### src/design/sorted_table_binary_search_assert.svh
// Assertion macros shared by the sorted table search modules.
`ifndef SORTED_TABLE_BINARY_SEARCH_ASSERT_SVH
`define SORTED_TABLE_BINARY_SEARCH_ASSERT_SVH

`ifndef SYNTH
// Same-cycle implication, sampled on clk, ignored during reset
`define STBS_ASSERT_NOW(label, ante, cons, msg) \
  label: assert property (@(posedge clk) disable iff (!rst_n) (ante) |-> (cons)) \
    else $error(msg);
// Next-cycle implication, sampled on clk, ignored during reset
`define STBS_ASSERT_NEXT(label, ante, cons, msg) \
  label: assert property (@(posedge clk) disable iff (!rst_n) (ante) |=> (cons)) \
    else $error(msg);
`else
`define STBS_ASSERT_NOW(label, ante, cons, msg)
`define STBS_ASSERT_NEXT(label, ante, cons, msg)
`endif

`endif

### src/design/stbs_pkg.sv
// Shared constants and controller/datapath interface types for the table search.
package stbs_pkg;

  localparam int TABLE_DEPTH = 256;
  localparam int ENTRY_WIDTH = 32;
  localparam int IDX_W       = $clog2(TABLE_DEPTH);
  localparam int CNT_W       = 9;
  localparam int VALUE_W     = 32;

  // Command codes carried on in_tuser
  localparam logic CMD_WRITE  = 1'b0;
  localparam logic CMD_SEARCH = 1'b1;

  // Source of the next result transaction
  typedef enum logic [1:0] {
    RES_WRITE,
    RES_EMPTY,
    RES_SEARCH
  } stbs_res_sel_t;

  // Controller to datapath
  typedef struct packed {
    logic          write;     // store entry from the input transaction
    logic          start;     // load search bounds and key
    logic          step;      // narrow the range with the probed entry
    logic          load_out;  // load the output register
    stbs_res_sel_t sel;
  } stbs_cmd_t;

  // Datapath to controller
  typedef struct packed {
    logic count_zero;  // no entries take part in a search
    logic range_done;  // lower and upper bound have met
  } stbs_sts_t;

endpackage

### src/design/stbs_ctrl.sv
// Controller: handshakes, search sequencing and output register valid.
`include "sorted_table_binary_search_assert.svh"

module stbs_ctrl (
  input  logic                clk,
  input  logic                rst_n,
  input  logic                in_tvalid,
  output logic                in_tready,
  input  logic                in_command,
  output logic                out_tvalid,
  input  logic                out_tready,
  output stbs_pkg::stbs_cmd_t cmd,
  input  stbs_pkg::stbs_sts_t sts
);
  import stbs_pkg::*;

  typedef enum logic [1:0] {
    ST_IDLE,
    ST_SEARCH,
    ST_HOLD
  } state_t;

  state_t state_r, state_nxt;
  logic   out_valid_r, out_valid_nxt;
  logic   slot_free;
  logic   accept;

  // Output register can take a result this cycle
  assign slot_free = !out_valid_r || out_tready;
  assign in_tready = (state_r == ST_IDLE) && slot_free;
  assign accept    = in_tvalid && in_tready;

  // Next state and datapath commands
  always_comb begin
    state_nxt    = state_r;
    cmd          = '0;
    cmd.sel      = RES_WRITE;
    case (state_r)
      ST_IDLE: begin
        if (accept) begin
          if (in_command == CMD_WRITE) begin
            cmd.write    = 1'b1;
            cmd.load_out = 1'b1;
            cmd.sel      = RES_WRITE;
          end else if (sts.count_zero) begin
            cmd.load_out = 1'b1;
            cmd.sel      = RES_EMPTY;
          end else begin
            cmd.start = 1'b1;
            state_nxt = ST_SEARCH;
          end
        end
      end
      ST_SEARCH: begin
        if (!sts.range_done) begin
          cmd.step = 1'b1;
        end else if (slot_free) begin
          cmd.load_out = 1'b1;
          cmd.sel      = RES_SEARCH;
          state_nxt    = ST_IDLE;
        end else begin
          state_nxt = ST_HOLD;
        end
      end
      ST_HOLD: begin
        if (slot_free) begin
          cmd.load_out = 1'b1;
          cmd.sel      = RES_SEARCH;
          state_nxt    = ST_IDLE;
        end
      end
      default: begin
        state_nxt = ST_IDLE;
      end
    endcase
  end

  // Output valid: set on load, cleared when the transaction is taken
  always_comb begin
    out_valid_nxt = out_valid_r;
    if (cmd.load_out) begin
      out_valid_nxt = 1'b1;
    end else if (out_tready) begin
      out_valid_nxt = 1'b0;
    end
  end

  always_ff @(posedge clk) begin
    if (!rst_n) begin
      state_r     <= ST_IDLE;
      out_valid_r <= 1'b0;
    end else begin
      state_r     <= state_nxt;
      out_valid_r <= out_valid_nxt;
    end
  end

  assign out_tvalid = out_valid_r;

  `STBS_ASSERT_NOW(a_load_slot_free, cmd.load_out, slot_free, "result overwrites a pending one")
  `STBS_ASSERT_NEXT(a_start_to_search, cmd.start, state_r == ST_SEARCH, "search not entered")
  `STBS_ASSERT_NOW(a_busy_no_accept, state_r != ST_IDLE, !in_tready, "input taken mid-search")

endmodule

### config.mk
export PLATFORM = sky130hd
export DESIGN_NAME = stbs_ctrl
export DESIGN_NICKNAME = d
export VERILOG_FILES = /design/src/design/stbs_pkg.sv /design/src/design/stbs_ctrl.sv
export VERILOG_INCLUDE_DIRS = /design/src /design/src/design
export SDC_FILE = /design/constraint.sdc
export NUM_CORES = 1
export LEC_CHECK = 0
export BUFFER_PORTS_ARGS = -buffer_cell sky130_fd_sc_hd__buf_2
export CAP_MARGIN = 20
export CORE_AREA = 2 2 39 41
export CTS_CLUSTER_DIAMETER = 100
export DETAILED_ROUTE_END_ITERATION = 10
export DIE_AREA = 0 0 41 43
export PLACE_DENSITY = 0.39
export SLEW_MARGIN = 20
export SYNTH_ARGS = -nofsm -noshare
export SYNTH_HDL_FRONTEND = slang
export SYNTH_SLANG_ARGS = --single-unit
### constraint.sdc
create_clock -name clk -period 2.9 [get_ports clk]
set_clock_uncertainty 0.2 [all_clocks]
set_input_delay 0.145 -clock clk [delete_from_list [all_inputs] [get_ports clk]]
set_output_delay 0.145 -clock clk [all_outputs]
set_load 0.1 [all_outputs]
==> results of run 1 <==
==> path summary, 6_finish.rpt <==
check / start / end / depth (start not counted)
hold reg to reg: out_tvalid / state_r[1] / 2
setup / recovery: state_r[1] / cmd[2] / 3
hold / removal: out_tready / state_r[1] / 3
setup reg to reg: state_r[1] / out_tvalid / 2
==> stage by stage <==
stage / util (%) / setup slack (ns) / instance area (um2)
floorplan: - / -0.216 / 211
finish: 23.9 / 0.938 / 330
detailed placement: 21.2 / 1.17 / 294
global placement: 21.2 / 1.18 / 294
global route: 23.9 / 0.813 / 330
CTS: 23.9 / 0.916 / 330
==> state kept, by name, indices dropped and copies added (netlist names) <==
register	cells
state_r	2
out_tvalid	1
==> report_power, final <==
| part | internal [mW] | switching, mW | leakage, nW |
|---|---|---|---|
| clock | 0.0516 | 0.0228 | 0.0150 |
| sequential | 0.0433 | 0.00155 | 0.0245 |
| combinational | 0.0142 | 0.0590 | 0.115 |
==> synthesized netlist by cell type, drive strengths merged <==
cell | count | area, um2
nor4 | 1 | 6.26
o21a | 1 | 7.51
o21ai | 1 | 5.00
inv | 1 | 3.75
nor2b | 1 | 6.26
buf | 1 | 7.51
nand2 | 2 | 7.51
a31oi | 1 | 6.26
mux2 | 1 | 11.3
and2b | 1 | 8.76
nor3b | 1 | 7.51
and4 | 1 | 8.76
nor2 | 3 | 11.3
nand3 | 1 | 5.00
nor3 | 2 | 15.0
nand2b | 1 | 6.26
dfxtp | 3 | 60.1
nand4bb | 1 | 11.3
==> layer usage <==
metal	vias up	share of wire, %
li1	122	-
met1	106	36
met2	7	55
met3	0	8.9
met4	0	0
met5	-	0
==> cell families after synthesis <==
kind of cell / synth area share (%)
and+or+nand+nor: 48.1
AOI/OAI and AO/OA: 9.62
DFF: 30.8
buffers and inverters: 5.77
muxes: 5.77
==> cell type report <==
cell class / instances / area [um2]
clock buffers: 4 / 26.3
fillers: 159 / 1050
inverters: 1 / 3.75
well taps: 16 / 20.0
repair buffers: 15 / 80.1
multi-input cells: 19 / 140
flip-flops and latches: 3 / 60.1
==> worst max-delay path, delay by kind of cell (launching register included) <==
kind | cells | cell delay (ns)
AOI/OAI and AO/OA | 1 | 0.13
buffers and inverters | 1 | 0.43
DFF | 1 | 0.42
muxes | 1 | 0.40
==> timing repair <==
item,CTS,global route
hold buffers,1,0
endpoints found under the setup margin,0,0
hold endpoints to repair,2,0
==> impl_metrics.tcl, run 1 <==
set metrics [dict create \
    outcome "finished, final reports clean" \
    finalPower_mw 0.193 \
    synth_area_per_cell_um2 8.13 \
    cts_buffers 3 \
    wire_per_inst_um 8.69 \
    peakVddDrop_mv 0.129 \
    slowest_delay_ns 0.43 \
    die_y_um 43 \
    cts_setup_buffers 0 \
    grt_pass1_wl_um 786 \
    met3_usage_pct 3.14 \
    final_antenna_net_count 0 \
    holdWs_ns 0.0540 \
    hpwl_um 421 \
    core_um2 1380 \
    drc 0 \
    setup_viol 0 \
    fin_crit_sh_pct 67.7 \
    slowest_stage "buf_2" \
    place_inst 53 \
    layout-drive-gt1-share_pct 54.8 \
    leakagePower_nw 0.154 \
    worst_slew_pin_slew_ns 0.484 \
    period_needed_ns 1.96 \
    min_path_type "input pin to flop" \
    overflow 0 \
    route.vias.total 235 \
    busiest_layer "met2" \
    synth_cell_types 19 \
    clk_latency_ns 0.23 \
    arrival_ns 1.62 \
    synth.cell_area_um2 195 \
    ys_ff_latch 3 \
    clockBufferDepth 2 \
    cp-start-kind "flop" \
    n_antenna_cell 0 \
    regToRegSetupSlack_ns 1.65 \
    finalSetupTns_ns 0 \
    ctsResizeCount 0 \
    worstSetupPathType "flop to output port" \
    ctsRootBufferMaster "clkbuf_4" \
    synth_warnings 0 \
    first_pass_iters 1 \
    powerDensity_nw_per_um2 583 \
    fin_cells 58 \
    wl_um 504 \
    grt_max_degree 7 \
    ys_seq_area_share_pct 30.8 \
    met1_usage_pct 6.09 \
    grtUsageTotal_pct 7.42 \
    grt_pass1_vias 216 \
    maxSlewHeadroom_pct 67.9 \
    rows 14 \
    grt_use_met2_pct 10.6 \
    cts_max_level 1 \
    antenna_found_initial 0 \
    path_clk_slew_ns 0.04 \
    portBuffers 14 \
    end_kind "output port" \
    fin_nets 50 \
    via_per_inst 4.05 \
    cp_data_required_time_ns 2.56 \
    path_cells "mux2_2, o21ai_1, buf_2" \
    final_hold_viol_count 0 \
    worstPathMaxFanout 5 \
    drt_iter0_drc 0 \
    syn_nets 31 \
    slew_viol_final 0 \
    final_common_cell "buf_2" \
    synthCells 24 \
    areaGrowthSynthToFinish_pct 69.2 \
    max_freq_ghz 0.510 \
    start_util_pct 14.1 \
    ioPinCount 15 \
    place_congestion 0.598 \
    cts_tree "yes" \
    die_area_um2 1760 \
    mostFrequentLayoutCells "14 x buf_2, 3 x nor2_1, 3 x clkbuf_4, 3 x dfxtp_1" \
    cap_violations 0 \
    die_width_um 41 \
    cts.sinks 3 \
    rsz0062_at_grt "no" \
]
(Power assumes the default switching activity.)
==> run 2: changes to the inputs <==
--- a/config.mk
+++ b/config.mk
@@ -6,13 +6,14 @@
 export SDC_FILE = /design/constraint.sdc
 export NUM_CORES = 1
 export LEC_CHECK = 0
+export ABC_AREA = 1
 export BUFFER_PORTS_ARGS = -buffer_cell sky130_fd_sc_hd__buf_2
 export CAP_MARGIN = 20
 export CORE_AREA = 2 2 39 41
 export CTS_CLUSTER_DIAMETER = 100
 export DETAILED_ROUTE_END_ITERATION = 10
 export DIE_AREA = 0 0 41 43
-export PLACE_DENSITY = 0.39
+export PLACE_DENSITY = 0.46
 export SLEW_MARGIN = 20
 export SYNTH_ARGS = -nofsm -noshare
 export SYNTH_HDL_FRONTEND = slang
==> constraint.sdc (replaced) <==
create_clock -name clk -period 1.8 [get_ports clk]
set_clock_uncertainty 0.2 [all_clocks]
set_input_delay 0.09 -clock clk [delete_from_list [all_inputs] [get_ports clk]]
set_output_delay 0.09 -clock clk [all_outputs]
set_load 0.1 [all_outputs]
==> impl_metrics.tcl, run 2 <==
set metrics [dict create \
    place_congestion 0.619 \
    synth_top_area_cell "dfxtp_1" \
    ioPinCount 15 \
    drc 0 \
    yosys.cell_count.top_type "nand2_1" \
    critPathTopFamily "simple AND/OR/NAND/NOR gates" \
    finalPower_mw 0.497 \
    holdWs_ns 0.0667 \
    ys_ff_latch 3 \
    regToRegStartpoint "out_tvalid" \
    synth_common_cells "9 x nand2_1, 8 x inv_1, 6 x nor2_1, 3 x dfxtp_1, 3 x nor3_1" \
    mostFrequentLayoutCells "9 x nand2_1, 9 x buf_2, 7 x inv_1" \
    fin_crit_sh_pct 94.3 \
    clockBufferDepth 2 \
    synth_area_per_cell_um2 6.20 \
    cts_setup_buffers 0 \
    synth-edff-count 0 \
    max_freq_ghz 0.589 \
    wl_um 607 \
    die_width_um 41 \
    rsz0062_at_grt "no" \
    final_hold_viol_count 0 \
    place_inst 72 \
    grt_pass1_wl_mm 1.04 \
    rows 14 \
    peakVddDrop_mv 0.357 \
    grtUsageTotal_pct 8.73 \
    cap_violations 0 \
    arrival_ns 1.41 \
    synthCells 43 \
    period_needed_ns 1.70 \
    syn_nets 50 \
    yosysTopAreaCellShare_pct 22.5 \
    final_antenna_net_count 0 \
    first_pass_iters 1 \
    worst_slew_pin_slew_ns 0.511 \
    die_area_um2 1760 \
    route.vias.total 298 \
    portBuffers 14 \
    synthArstFlopShare_pct 0 \
    ys_seq_area_share_pct 22.5 \
    cp_data_required_time_ns 1.51 \
    min_from "sts[1]" \
    fin_nets 70 \
    regToRegSetupSlack_ns 0.37 \
    maxSlewHeadroom_pct 65.8 \
    areaGrowthSynthToFinish_pct 96.7 \
    overflow 0 \
    leakagePower_nw 0.258 \
    start_util_pct 19.3 \
    synth.cell_area_um2 267 \
    grt_max_degree 6 \
    end_kind "output port" \
    path_clk_slew_ns 0.04 \
    min_path_type "input pin to flop" \
    synth_ff_type "dfxtp_1" \
    finalSetupTns_ns 0 \
    path_cells "nor2_4, nand3_2, or2_4, clkinvlp_4, buf_12" \
    ctsRootBufferMaster "clkbuf_4" \
    powerDensity_nw_per_um2 948 \
    core_um2 1380 \
    slew_viol_final 0 \
    die_y_um 43 \
    synth_warnings 0 \
    clk_latency_ns 0.23 \
    outcome "finished, final reports clean" \
    top_register "state_r" \
    cts_max_level 1 \
    cts_buffers 3 \
    fin_util_pct 37.9 \
    worstSetupPathType "flop to output port" \
    worstPathMaxFanout 4 \
    cts_tree "yes" \
    fin_cells 78 \
    critical_path.startpoint "state_r[1]" \
    slowest_delay_ns 0.35 \
    cts.sinks 3 \
    drt_iter0_drc 0 \
    synth_area_leaders "dfxtp_1 23%, nand2_1 13%, inv_1 11%, nor2_1 8.5%, nand3_2 7.5%" \
    hpwl_um 523 \
    cp-start-kind "flop" \
    wire_per_inst_um 7.78 \
    cp_num_buf_inv 2 \
    synth_cell_types 17 \
    grt_pass1_vias 287 \
    via_per_inst 3.82 \
    n_antenna_cell 0 \
    layout-drive-gt1-share_pct 56.5 \
    slowest_stage "dfxtp_2" \
    antenna_found_initial 0 \
    setup_viol 0 \
    largest_reg_flops 2 \
]
-- run 2: cell types whose count changed after synthesis, moves of 2 or more --
cell and delta:
nor3_1 +2, nor2_1 +3, nand3_2 +2, inv_1 +7, inv_2 +2, nand2_1 +7
-- run 2: through the flow --
step	area (um2)	setup WS [ns]
global placement	469	0.220
finish	524	0.102
global route	524	0.0188
CTS	518	0.0429
detailed placement	469	0.212
floorplan	312	0.0575
-- run 2: cells by family (layout without fill, tap and decap cells) --
logic type,count (synthesis),after routing,share of synthesized area [%]
buffers and inverters,11,30,16.9
AND/OR/NAND/NOR,25,25,47.4
flip-flops,3,3,22.5
AO/OA/AOI/OAI,4,4,13.1
-- run 2: cell type report --
type / count / area [um2]
Inverter: 10 / 41.3
Multi-Input combinational cell: 29 / 205
Timing Repair Buffer: 16 / 165
Sequential cell: 3 / 66.3
Tap cell: 16 / 20.0
Clock buffer: 4 / 26.3
Fill cell: 149 / 860
-- run 2: worst reg2reg max path, stage by stage (launching register included) --
cell,delay [ns]
dfxtp_4,0.34
inv_1,0.03
nor2_1,0.39
nand2_1,0.09
nand2_1,0.12
o21bai_2,0.06
nand2_1,0.06
nor2_1,0.03
-- run 2: timing repair --
item                                    CTS  global route
cloned                                    0             0
resized for setup                         2             2
hold buffers                              2             0
hold endpoints to repair                  3             0
endpoints found under the setup margin    2             2
pin swaps                                 0             0
-- run 2: path summary, 6_finish.rpt --
path | to | depth (start not counted)
worst max-delay path | cmd[4] | 5
worst min-delay path | state_r[1] | 5
worst max register to register | state_r[1] | 7
worst min register to register | state_r[0] | 2
-- run 2: metal layers --
metal / vias up / share of wire [%] / global-route usage [%]
li1: 169 / - / -
met1: 124 / 42 / 10.3
met2: 5 / 55 / 13.4
met3: 0 / 3.6 / 1.57
met4: 0 / 0 / 6.00
met5: - / 0 / 0
-- run 2: report_power, final --
| group | leakage [nW] | internal, mW | switching (mW) |
|---|---|---|---|
| clock | 0.0150 | 0.0831 | 0.0355 |
| sequential | 0.0261 | 0.0751 | 0.00995 |
| combinational | 0.217 | 0.0898 | 0.203 |
